## src/rtl/glo_pkg.sv

```systemverilog
// shared types and constants for the grid line odometer
package glo_pkg;

  // register index inside the configuration map (byte address / 4)
  typedef enum logic [2:0] {
    REG_SLOW_SPEED  = 3'd0,
    REG_FAST_SPEED  = 3'd1,
    REG_SENSE_START = 3'd2,
    REG_DEAD_LIMIT  = 3'd3,
    REG_FAST_LENGTH = 3'd4
  } reg_index_t;

  // heading encoding
  typedef enum logic [1:0] {
    HEAD_POS_X = 2'd0,
    HEAD_POS_Y = 2'd1,
    HEAD_NEG_X = 2'd2,
    HEAD_NEG_Y = 2'd3
  } heading_t;

  // item command codes
  localparam logic CMD_MOVE   = 1'b0;
  localparam logic CMD_ROTATE = 1'b1;

  // configuration port
  localparam int unsigned ADDR_BITS = 5;
  localparam int unsigned DATA_BITS = 32;
  localparam int unsigned LEN_BITS  = 16;

  // reset values of the configuration registers
  localparam logic [LEN_BITS-1:0] SENSE_START_RST = 16'd300;
  localparam logic [LEN_BITS-1:0] DEAD_LIMIT_RST  = 16'd460;
  localparam logic [LEN_BITS-1:0] FAST_LENGTH_RST = 16'd400;

  // sensor patterns
  localparam logic [3:0] SENS_ALL_BLACK = 4'hF;
  localparam logic [3:0] SENS_PAIR_A    = 4'h5;
  localparam logic [3:0] SENS_PAIR_B    = 4'hA;

  // distance thresholds, 16 bits unsigned
  typedef struct packed {
    logic [LEN_BITS-1:0] sense_start;
    logic [LEN_BITS-1:0] dead_limit;
    logic [LEN_BITS-1:0] fast_length;
  } dist_cfg_t;

endpackage

```

## src/rtl/glo_cfg_regs.sv

```systemverilog
// configuration register bank behind the apb-style port
module glo_cfg_regs #(
  parameter int unsigned VEL_BITS = 12
) (
  input  logic                              clk,
  input  logic                              rst,
  input  logic                              psel,
  input  logic                              penable,
  input  logic                              pwrite,
  input  logic [glo_pkg::ADDR_BITS-1:0]     paddr,
  input  logic [glo_pkg::DATA_BITS-1:0]     pwdata,
  output logic [glo_pkg::DATA_BITS-1:0]     prdata,
  output logic                              pready,
  output logic signed [VEL_BITS-1:0]        slow_speed,
  output logic signed [VEL_BITS-1:0]        fast_speed,
  output glo_pkg::dist_cfg_t                dist_cfg
);

  localparam logic signed [VEL_BITS-1:0] SLOW_RST = VEL_BITS'(100);
  localparam logic signed [VEL_BITS-1:0] FAST_RST = VEL_BITS'(300);

  glo_pkg::reg_index_t reg_sel;
  logic                wr_en;

  assign reg_sel = glo_pkg::reg_index_t'(paddr[4:2]);
  assign wr_en   = psel & penable & pwrite;
  assign pready  = 1'b1;

  // register writes
  always_ff @(posedge clk) begin
    if (rst) begin
      slow_speed           <= SLOW_RST;
      fast_speed           <= FAST_RST;
      dist_cfg.sense_start <= glo_pkg::SENSE_START_RST;
      dist_cfg.dead_limit  <= glo_pkg::DEAD_LIMIT_RST;
      dist_cfg.fast_length <= glo_pkg::FAST_LENGTH_RST;
    end else if (wr_en) begin
      unique case (reg_sel)
        glo_pkg::REG_SLOW_SPEED:  slow_speed           <= pwdata[VEL_BITS-1:0];
        glo_pkg::REG_FAST_SPEED:  fast_speed           <= pwdata[VEL_BITS-1:0];
        glo_pkg::REG_SENSE_START: dist_cfg.sense_start <= pwdata[glo_pkg::LEN_BITS-1:0];
        glo_pkg::REG_DEAD_LIMIT:  dist_cfg.dead_limit  <= pwdata[glo_pkg::LEN_BITS-1:0];
        glo_pkg::REG_FAST_LENGTH: dist_cfg.fast_length <= pwdata[glo_pkg::LEN_BITS-1:0];
        default: ;
      endcase
    end
  end

  // read mux, speeds sign extended
  always_comb begin
    unique case (reg_sel)
      glo_pkg::REG_SLOW_SPEED:  prdata = glo_pkg::DATA_BITS'(slow_speed);
      glo_pkg::REG_FAST_SPEED:  prdata = glo_pkg::DATA_BITS'(fast_speed);
      glo_pkg::REG_SENSE_START: prdata = glo_pkg::DATA_BITS'(dist_cfg.sense_start);
      glo_pkg::REG_DEAD_LIMIT:  prdata = glo_pkg::DATA_BITS'(dist_cfg.dead_limit);
      glo_pkg::REG_FAST_LENGTH: prdata = glo_pkg::DATA_BITS'(dist_cfg.fast_length);
      default:                  prdata = '0;
    endcase
  end

endmodule

```

## src/rtl/glo_div20.sv

```systemverilog
// signed divide by twenty, truncating toward zero, by reciprocal multiply
module glo_div20 #(
  parameter int unsigned VEL_BITS = 12
) (
  input  logic signed [VEL_BITS-1:0] velocity,
  output logic signed [VEL_BITS-1:0] quotient
);

  // divide magnitude by 4 with a shift, then by 5 with a reciprocal
  localparam int unsigned XW = VEL_BITS - 2;
  localparam logic [XW-1:0] RECIP = XW'((64'd1 << XW) / 64'd5);

  logic              neg;
  logic [VEL_BITS-1:0] mag;
  logic [XW-1:0]     x;
  logic [2*XW-1:0]   prod;
  logic [XW-1:0]     q_est;
  logic [XW+2:0]     rem;
  logic [XW-1:0]     q_fix;

  always_comb begin
    neg   = velocity[VEL_BITS-1];
    mag   = neg ? (~velocity + 1'b1) : velocity;
    x     = mag[VEL_BITS-1:2];
    prod  = x * RECIP;
    // estimate is at most one short of the true quotient
    q_est = prod[2*XW-1:XW];
    rem   = (XW+3)'(x) - (((XW+3)'(q_est)) << 2) - (XW+3)'(q_est);
    q_fix = (rem >= (XW+3)'(5)) ? (q_est + 1'b1) : q_est;
    quotient = neg ? -(VEL_BITS'(q_fix)) : VEL_BITS'(q_fix);
  end

endmodule

```

## src/rtl/glo_tracker.sv

```systemverilog
// distance accumulator, line latch and cell position state with result register
module glo_tracker #(
  parameter int unsigned VEL_BITS = 12,
  parameter int unsigned ACC_BITS = 32
) (
  input  logic                       clk,
  input  logic                       rst,
  input  logic                       advance,
  input  logic                       command,
  input  logic signed [VEL_BITS-1:0] velocity,
  input  logic signed [VEL_BITS-1:0] quotient,
  input  logic [3:0]                 sensors_black,
  input  logic                       rotating,
  input  logic                       fetching,
  input  logic                       turn_clockwise,
  input  logic signed [VEL_BITS-1:0] slow_speed,
  input  logic signed [VEL_BITS-1:0] fast_speed,
  input  glo_pkg::dist_cfg_t         dist_cfg,
  output logic signed [7:0]          grid_x,
  output logic signed [7:0]          grid_y,
  output logic [1:0]                 heading,
  output logic                       cell_stepped,
  output logic                       beeper_on,
  output logic                       indicator
);

  localparam int unsigned SW = ((ACC_BITS > VEL_BITS) ? ACC_BITS : VEL_BITS) + 1;
  localparam int unsigned CW = ((ACC_BITS > glo_pkg::LEN_BITS) ?
                                ACC_BITS : glo_pkg::LEN_BITS) + 1;
  localparam logic signed [SW-1:0] ACC_MAX =
    {{(SW-ACC_BITS+1){1'b0}}, {(ACC_BITS-1){1'b1}}};
  localparam logic signed [SW-1:0] ACC_MIN = ~ACC_MAX;

  logic signed [ACC_BITS-1:0] distance_acc, distance_acc_next;
  logic                       line_armed, line_armed_next;
  logic signed [7:0]          pos_x, pos_x_next;
  logic signed [7:0]          pos_y, pos_y_next;
  glo_pkg::heading_t          heading_reg, heading_reg_next;
  logic                       beep_reg, beep_reg_next;
  logic                       led_reg, led_reg_next;
  logic                       stepped, stepped_next;

  logic signed [SW-1:0]       sum;
  logic signed [ACC_BITS-1:0] acc_sat;
  logic signed [ACC_BITS-1:0] acc_upd;
  logic signed [CW-1:0]       acc_cmp;
  logic signed [CW-1:0]       dead_cmp, start_cmp, len_cmp;
  logic                       slow_mode, fast_mode;
  logic                       ge_dead, ge_start, ge_len;
  logic                       armed_mid, white_pair, fire;
  logic signed [7:0]          delta;

  // saturating accumulate
  always_comb begin
    sum = {{(SW-ACC_BITS){distance_acc[ACC_BITS-1]}}, distance_acc}
        + {{(SW-VEL_BITS){quotient[VEL_BITS-1]}}, quotient};
    if (sum > ACC_MAX) begin
      acc_sat = ACC_MAX[ACC_BITS-1:0];
    end else if (sum < ACC_MIN) begin
      acc_sat = ACC_MIN[ACC_BITS-1:0];
    end else begin
      acc_sat = sum[ACC_BITS-1:0];
    end
    acc_upd = (!rotating && !fetching) ? acc_sat : distance_acc;
  end

  // threshold compares and mode select
  always_comb begin
    acc_cmp   = {{(CW-ACC_BITS){acc_upd[ACC_BITS-1]}}, acc_upd};
    dead_cmp  = {{(CW-glo_pkg::LEN_BITS){1'b0}}, dist_cfg.dead_limit};
    start_cmp = {{(CW-glo_pkg::LEN_BITS){1'b0}}, dist_cfg.sense_start};
    len_cmp   = {{(CW-glo_pkg::LEN_BITS){1'b0}}, dist_cfg.fast_length};
    ge_dead   = acc_cmp >= dead_cmp;
    ge_start  = acc_cmp >= start_cmp;
    ge_len    = acc_cmp >= len_cmp;
    slow_mode = velocity <= slow_speed;
    fast_mode = velocity == fast_speed;
    white_pair = ((sensors_black & glo_pkg::SENS_PAIR_A) == 4'h0) ||
                 ((sensors_black & glo_pkg::SENS_PAIR_B) == 4'h0);
    armed_mid = line_armed || (sensors_black == glo_pkg::SENS_ALL_BLACK);
    delta     = velocity[VEL_BITS-1] ? 8'shFF : 8'sh01;
  end

  // next state of the odometer
  always_comb begin
    distance_acc_next = distance_acc;
    line_armed_next   = line_armed;
    pos_x_next        = pos_x;
    pos_y_next        = pos_y;
    heading_reg_next  = heading_reg;
    beep_reg_next     = beep_reg;
    led_reg_next      = led_reg;
    fire              = 1'b0;
    if (command == glo_pkg::CMD_ROTATE) begin
      heading_reg_next  = glo_pkg::heading_t'(turn_clockwise ?
                          (heading_reg + 2'd1) : (heading_reg - 2'd1));
      distance_acc_next = '0;
      led_reg_next      = 1'b1;
    end else begin
      distance_acc_next = acc_upd;
      if (slow_mode) begin
        if (ge_dead) begin
          // forced step by dead reckoning
          fire              = 1'b1;
          distance_acc_next = '0;
          line_armed_next   = 1'b0;
          led_reg_next      = ~led_reg;
        end else if (ge_start) begin
          if (rotating) begin
            line_armed_next = 1'b0;
          end else if (!fetching) begin
            if (!line_armed && (sensors_black == glo_pkg::SENS_ALL_BLACK)) begin
              beep_reg_next = 1'b0;
            end
            line_armed_next = armed_mid;
            if (armed_mid && white_pair) begin
              // line crossing seen
              beep_reg_next     = 1'b1;
              fire              = 1'b1;
              distance_acc_next = '0;
              line_armed_next   = 1'b0;
              led_reg_next      = ~led_reg;
            end
          end
        end
      end else if (fast_mode && ge_len) begin
        fire              = 1'b1;
        distance_acc_next = '0;
      end
    end
    stepped_next = fire && (velocity != '0);
    if (stepped_next) begin
      unique case (heading_reg)
        glo_pkg::HEAD_POS_X: pos_x_next = pos_x + delta;
        glo_pkg::HEAD_POS_Y: pos_y_next = pos_y + delta;
        glo_pkg::HEAD_NEG_X: pos_x_next = pos_x - delta;
        glo_pkg::HEAD_NEG_Y: pos_y_next = pos_y - delta;
        default: ;
      endcase
    end
  end

  // state and result registers
  always_ff @(posedge clk) begin
    if (rst) begin
      distance_acc <= '0;
      line_armed   <= 1'b0;
      pos_x        <= '0;
      pos_y        <= '0;
      heading_reg  <= glo_pkg::HEAD_POS_X;
      beep_reg     <= 1'b0;
      led_reg      <= 1'b1;
      stepped      <= 1'b0;
    end else if (advance) begin
      distance_acc <= distance_acc_next;
      line_armed   <= line_armed_next;
      pos_x        <= pos_x_next;
      pos_y        <= pos_y_next;
      heading_reg  <= heading_reg_next;
      beep_reg     <= beep_reg_next;
      led_reg      <= led_reg_next;
      stepped      <= stepped_next;
    end
  end

  assign grid_x       = pos_x;
  assign grid_y       = pos_y;
  assign heading      = heading_reg;
  assign cell_stepped = stepped;
  assign beeper_on    = beep_reg;
  assign indicator    = led_reg;

endmodule

```

## src/rtl/grid_line_odometer_core.sv

```systemverilog
// grid line odometer: input register, divide and state update in one pass, result register
// a result beat passes the input register, then the result register; throughput: one item
// per cycle while out_stall is low; the divide by twenty and the state update share one
// combinational pass, and a stalled result holds the input register in the same cycle
// reset (synchronous, active high): pipeline empty, position and heading zero,
// distance and latch cleared, beeper off, indicator on, registers at defaults
module grid_line_odometer_core #(
  parameter int unsigned VEL_BITS = 12,
  parameter int unsigned ACC_BITS = 32
) (
  input  logic                          clk,
  input  logic                          rst,
  // input channel
  input  logic                          in_valid,
  output logic                          in_stall,
  input  logic                          command,
  input  logic signed [VEL_BITS-1:0]    velocity,
  input  logic [3:0]                    sensors_black,
  input  logic                          rotating,
  input  logic                          fetching,
  input  logic                          turn_clockwise,
  // output channel
  output logic                          out_valid,
  input  logic                          out_stall,
  output logic signed [7:0]             grid_x,
  output logic signed [7:0]             grid_y,
  output logic [1:0]                    heading,
  output logic                          cell_stepped,
  output logic                          beeper_on,
  output logic                          indicator,
  // configuration port
  input  logic                          psel,
  input  logic                          penable,
  input  logic                          pwrite,
  input  logic [glo_pkg::ADDR_BITS-1:0] paddr,
  input  logic [glo_pkg::DATA_BITS-1:0] pwdata,
  output logic [glo_pkg::DATA_BITS-1:0] prdata,
  output logic                          pready
);

  logic signed [VEL_BITS-1:0] slow_speed, fast_speed;
  glo_pkg::dist_cfg_t         dist_cfg;

  // input stage registers
  logic                       in_v;
  logic                       in_cmd;
  logic signed [VEL_BITS-1:0] in_vel;
  logic [3:0]                 in_sens;
  logic                       in_rot, in_fet, in_cw;

  logic                       res_v;
  logic signed [VEL_BITS-1:0] quo;
  logic                       res_ready, in_ready, advance;

  glo_cfg_regs #(.VEL_BITS(VEL_BITS)) u_cfg (
    .clk        (clk),
    .rst        (rst),
    .psel       (psel),
    .penable    (penable),
    .pwrite     (pwrite),
    .paddr      (paddr),
    .pwdata     (pwdata),
    .prdata     (prdata),
    .pready     (pready),
    .slow_speed (slow_speed),
    .fast_speed (fast_speed),
    .dist_cfg   (dist_cfg)
  );

  // stage hand-off, each stage moves when the next one has room
  assign res_ready = !res_v || !out_stall;
  assign in_ready  = !in_v || res_ready;
  assign advance   = in_v && res_ready;
  assign in_stall  = !in_ready;
  assign out_valid = res_v;

  // stage valid flags
  always_ff @(posedge clk) begin
    if (rst) begin
      in_v  <= 1'b0;
      res_v <= 1'b0;
    end else begin
      if (in_ready)  in_v  <= in_valid;
      if (res_ready) res_v <= in_v;
    end
  end

  // input beat capture
  always_ff @(posedge clk) begin
    if (in_ready && in_valid) begin
      in_cmd  <= command;
      in_vel  <= velocity;
      in_sens <= sensors_black;
      in_rot  <= rotating;
      in_fet  <= fetching;
      in_cw   <= turn_clockwise;
    end
  end

  glo_div20 #(.VEL_BITS(VEL_BITS)) u_div (
    .velocity (in_vel),
    .quotient (quo)
  );

  glo_tracker #(.VEL_BITS(VEL_BITS), .ACC_BITS(ACC_BITS)) u_track (
    .clk            (clk),
    .rst            (rst),
    .advance        (advance),
    .command        (in_cmd),
    .velocity       (in_vel),
    .quotient       (quo),
    .sensors_black  (in_sens),
    .rotating       (in_rot),
    .fetching       (in_fet),
    .turn_clockwise (in_cw),
    .slow_speed     (slow_speed),
    .fast_speed     (fast_speed),
    .dist_cfg       (dist_cfg),
    .grid_x         (grid_x),
    .grid_y         (grid_y),
    .heading        (heading),
    .cell_stepped   (cell_stepped),
    .beeper_on      (beeper_on),
    .indicator      (indicator)
  );

endmodule

```

## config.mk

```make
export PLATFORM = sky130hd
export DESIGN_NAME = grid_line_odometer_core
export DESIGN_NICKNAME = d
export VERILOG_FILES = /design/src/rtl/glo_pkg.sv /design/src/rtl/glo_cfg_regs.sv /design/src/rtl/glo_div20.sv /design/src/rtl/glo_tracker.sv /design/src/rtl/grid_line_odometer_core.sv
export SDC_FILE = /design/constraint.sdc
export NUM_CORES = 1
export LEC_CHECK = 0
export BUFFER_PORTS_ARGS = -buffer_cell sky130_fd_sc_hd__buf_2
export CORE_MARGIN = 4
export CORE_UTILIZATION = 45
export DETAILED_ROUTE_END_ITERATION = 12
export SYNTH_ARGS = -nofsm -noshare
export SYNTH_HDL_FRONTEND = slang
export SYNTH_SLANG_ARGS = --single-unit
```

## constraint.sdc

```tcl
create_clock -name clk -period 47.9 [get_ports clk]
set_input_delay 7.185 -clock clk [delete_from_list [all_inputs] [get_ports clk]]
set_output_delay 7.185 -clock clk [all_outputs]
set_load 0.02 [all_outputs]
```

---- Word level (Yosys, flattened, before mapping) ----
Cells that the tools add are included.
storage, ports and cells
  input port bits ......................... 64
  word-level logic and storage cells ...... 143
  output and inout port bits .............. 56
  register bits ........................... 148
cells by class
  order comparisons ....................... 7
  mux-type cells .......................... 41
  bitwise gates (word level) .............. 8
  eq/ne operators ......................... 12
  $add $sub $neg .......................... 12
  reduce and logical (&&, ||, !) cells .... 41
  multiply operators ...................... 1
operator list
  operator                 count
  $mux W32                 11
  $pmux W32 S5             1
  $ge A32 B17 Y1           3
  $add A32 B12 Y33         1
  $gt A33 B32 Y1 const B   1
  $lt A33 B32 Y1 const B   1
  $pmux W8 S2              2
  $mux W12                 2
  $mux W1                  22
  $add A8 B8 Y8            2
  $mul A10 B6 Y16 const B  1
  $sub A8 B8 Y8            2
  $ge A13 B3 Y1 const B    1
  $sub A13 B8 Y13          1
  $add A12 B1 Y12 const B  1
  $eq A12 B12 Y1           1
  $le A12 B12 Y1           1
  $neg A10 Y12             1
  $not A12 Y12             1
  $reduce_and A2 Y1        6
  $reduce_bool A12 Y1      1
  $sub A10 B10 Y11         1
  $mux W10                 1
  $reduce_bool A2 Y1       5
  other kinds (25)         52

---- Depth between registers and ports, before layout ----
  depth in word-level cells ............... 22
  depth in mapped cells ................... 67
  depth with buffers taken out ............ 61

---- Cells and area by module ----
A second synthesis with hierarchy kept.
unflattened totals
  cells, all modules ...................... 1626
  area total of the unflattened synthesis .. 13711.9 µm²
modules (own cells, without submodules)
  module                   sequential area each (µm²)  area an instance (µm²)  times used  cells each
  glo_tracker              1081.0                      6650.1                  1           888
  glo_cfg_regs             1441.4                      3621.0                  1           359
  glo_div20                0.0                         2753.9                  1           349
  grid_line_odometer_core  640.6                       686.9                   1           30

---- Least setup slack after synthesis ----
Ideal clock, no wire load.
  kind .................................... input to output
  start ................................... in paddr[2] in the netlist's numbering
  end ..................................... out prdata[11] in the netlist's numbering
  cell stages on the path ................. 4
  arrival time ............................ 9387 ps
  path slack .............................. 31328 ps
  cell sequence ........................... clkbuf_1 mux2i_1 nor3_1 a221o_1
between the ends
  cells in the longest elaborated chain, start to end .. 2
  elaborated cells on any way between the ends .. 6
  classes of those cells .................. 4 x eq/ne; 1 x mux; 1 x reduce/logical
ends and longest elaborated chain
  element                                     RTL line                       RTL
  start, declared                             grid_line_odometer_core.sv:35  input logic [glo_pkg::ADDR_BITS-1:0] paddr,
  $eq A3 B3 Y1, or another cell as far along  glo_cfg_regs.sv:51             unique case (reg_sel)
  $pmux W32 S5 (*)                            glo_cfg_regs.sv:51
  end, declared                               grid_line_odometer_core.sv:37  output logic [glo_pkg::DATA_BITS-1:0] prdata,
Mark *: on every way between the ends. The rest lies on a longest branch, timed or not.

---- Final worst setup path ----
  start ................................... reg in_vel[3]
  end ..................................... reg u_track.distance_acc[29]
between the ends
  cells in the longest elaborated chain, start to end .. 22
  elaborated cells on any way between the ends .. 31
  classes of those cells .................. 6 x add/sub; 1 x mul; 7 x order compare; 1 x eq/ne; 14 x mux; 1 x bitwise; 1 x reduce/logical
ends and longest elaborated chain
  element                                                    RTL line                       RTL
  start, declared                                            grid_line_odometer_core.sv:47  logic signed [VEL_BITS-1:0] in_vel;
  start signal, assigned                                     grid_line_odometer_core.sv:92  in_vel <= velocity;
  branches (longest 20 deep; another with $add A32 B12 Y33)  -
  $mux W32 (*)                                               glo_tracker.sv:101             if (slow_mode) begin
  $mux W32 (*)                                               glo_tracker.sv:94              if (command == glo_pkg::CMD_ROTATE) begin
  end signal, assigned                                       glo_tracker.sv:155             distance_acc <= distance_acc_next;
  end, declared                                              glo_tracker.sv:34              logic signed [ACC_BITS-1:0] distance_acc, distance_acc_next;
Every way passes the cells marked *.
A chain may end at the register's enable or synchronous reset.

==> flow_summary.ini <==
[run_status]
status = finished, final reports clean

[power_and_ir_drop]
ir_worst_vdd_v = 0.0000672
power_density_nw_per_um2 = 61.9
leakagePower_uw = 0.00652

[setup_path]
cpMostUsedCell = ha_1
critical_path_class = reg -> reg
r2r_setup_slack_ns = 30.67
crit_arrival_ns = 17.57
timing.rr.start = in_vel[3]
reg2reg_depth = 57
worstPathMaxFanout = 21
crit_required_ns = 48.24
crit_path_start_kind = register
cp-startpoint = in_vel[3]
cp-end-kind = register
rr_endpoint = u_track.distance_acc[29]
slowest_stage = a211oi_2
cpPeakStageDelay_ns = 0.67

[die]
design.core.area_um2 = 30600
io-pin-count = 120
die_w_um = 184
rows = 64
start_util = 0.456
dieArea_um2 = 33900
die_y_um = 184

[drt]
wl_per_cell_um = 17.5
finalWirelength_um = 39300
viasPerCell = 5.71
dr.pass1.iters = 7
drc = 0
first_iter_violations = 953
antenna_left = 0
dr_total_vias = 12800

[synth]
yosysSeqAreaShare = 0.227
yosysUniqueCellTypes = 101
synth-edff-count = 20
netlist_instances = 1798
synthesis.area_um2 = 13900
avgSynthCellArea_um2 = 7.75
synth_top_flop_cell = dfxtp_1
ys_seq_elements = 148
ys_warn_count = 0
async_flop_share = 0
syn-num-nets = 2033

[placed_design]
place_hpwl_um = 30900
globalplace.congestion = 0.939
pre_cts_ws_ns = 30.73
port_buffers = 100

[cells_and_area]
nNetsFinal = 2072
largest_reg_flops = 48
layout-drive-gt1-share = 0.115
layout.cells.most_common = nand2_1
layout_common_cells = nand2_1, inv_1, ha_1
top_register = u_cfg.dist_cfg
syn2layout_area_growth_pct = 8.81
reg_top3 = u_cfg.dist_cfg (48), u_track.distance_acc (32)
antenna_cells = 0

[min_path]
hold_end = u_track.cell_stepped
hold_start = u_track.cell_stepped
hold_depth = 2
holdCritPathClass = reg -> reg

[sta]
fin_crit_ns = 17.23
rsz0062_at_grt = no
final.period_utilization = 0.360
fmax_mhz = 58.0
setup_viol = 0
tns_ns = 0
final-max-slew-violation-count = 0
fin_skew_ns = 0.00746
worst_slack_ns = 30.67
hold_viol = 0
worst_slew_pin_slew_ns = 1.29
slew_headroom = 0.141

[global_routing]
overflow = 0
grt_util_met2 = 0.379
gr-usage-met3 = 0.0269
grt_first_pass_wirelength_um = 64300
grt_use_met1 = 0.324
grt_max_degree = 105
grt.total_usage = 0.233
busiest_layer = met2
grt_antenna_before_repair = 0
grt_pass1_vias = 12400

[clock_tree]
cts_tree = done
cts_sinks = 148
post_cts_buffers = 0
clockBufferDepth = 2
path_clk_slew_ns = 0.06
insertion_delay_ns = 0.43
hold_buffers = 0
numCtsBuffers = 17
clockRootBuffer = clkbuf_16
htree_levels = 4
ctsResizeCount = 0

[flow_run]
maxCapViolations = 0
cell usage after synthesis, drive strengths merged, types with 12 or more instances:
master / count / area [um^2]
o21ai: 118 / 613
nor2: 98 / 370
dfxtp: 128 / 2560
xor2: 18 / 158
o31ai: 13 / 103
a21oi: 141 / 728
mux2: 22 / 248
nand3b: 14 / 105
ha: 156 / 1950
and4: 12 / 105
and3: 14 / 92.6
xnor2: 72 / 631
or3: 15 / 93.8
nand2b: 14 / 87.6
o22ai: 24 / 150
clkbuf: 58 / 218
nand4: 21 / 138
a22oi: 25 / 188
a21o: 37 / 278
o211ai: 12 / 100
edfxtp: 20 / 601
nand3: 24 / 125
nand2: 258 / 968
fa: 15 / 300
buf: 35 / 251
nor4: 13 / 96.3
o21a: 32 / 240
inv: 161 / 604
a31oi: 18 / 128
nor2b: 36 / 225
nor3: 22 / 120
kinds of logic after synthesis:
family / synth area share
simple gates: 0.202
compound gates: 0.243
buf+inv: 0.0773
fa+ha+maj: 0.170
flops: 0.227
xor+xnor: 0.0566
mux: 0.0242
other cells: 0.000269
final cells by class:
| class | count | area, um^2 |
|---|---|---|
| fill | 3058 | 15400 |
| tap | 396 | 495 |
| inverter | 162 | 608 |
| multi-input combinational | 1395 | 9720 |
| sequential | 148 | 3160 |
| clock buffer | 20 | 447 |
| timing repair buffer | 113 | 601 |
| clock inverter | 12 | 129 |
worst max-delay path by stage:
stage                                          end  slack, ns  cells after the start
after floorplan                         prdata[11]      31.33                      4
after global placement    u_track.distance_acc[29]      30.80                     57
after detailed placement  u_track.distance_acc[29]      30.73                     57
after CTS                 u_track.distance_acc[29]      30.69                     57
after global routing      u_track.distance_acc[29]      29.47                     57
final                     u_track.distance_acc[29]      30.67                     57
report_power, final:
part / internal, uW / switching, uW / total (uW)
clock: 78.0 / 53.7 / 132
sequential: 129 / 3.07 / 132
combinational: 282 / 393 / 675
total: 489 / 449 / 938
per-stage QoR:
step,area (um^2),utilization,power [uW],instances,hold WS (ns)
6_report,15200,0.496,938,2246,0.454
3_3_place_gp,14600,0.477,789,2214,0.443
4_1_cts,15200,0.496,936,2246,0.459
2_1_floorplan,13900,-,674,1798,0.436
3_5_place_dp,14600,0.477,798,2214,0.450
5_1_grt,15200,0.496,1030,2246,0.475
per-layer routing:
layer,routed length [um],part of all wire
met4,1150,0.029
met5,0,0
met1,18500,0.47
met2,17900,0.46
met3,1750,0.045
worst max-delay path: cells and delay by family (launching register included):
family                   cells  cell delay, ns
XOR/XNOR                     4            1.20
buffers and inverters        5            0.91
adder cells (fa/ha/maj)      9            3.74
AO/OA/AOI/OAI               20            4.75
flip-flops                   1            0.53
AND/OR/NAND/NOR             19            5.94
(Power assumes the default switching activity.)
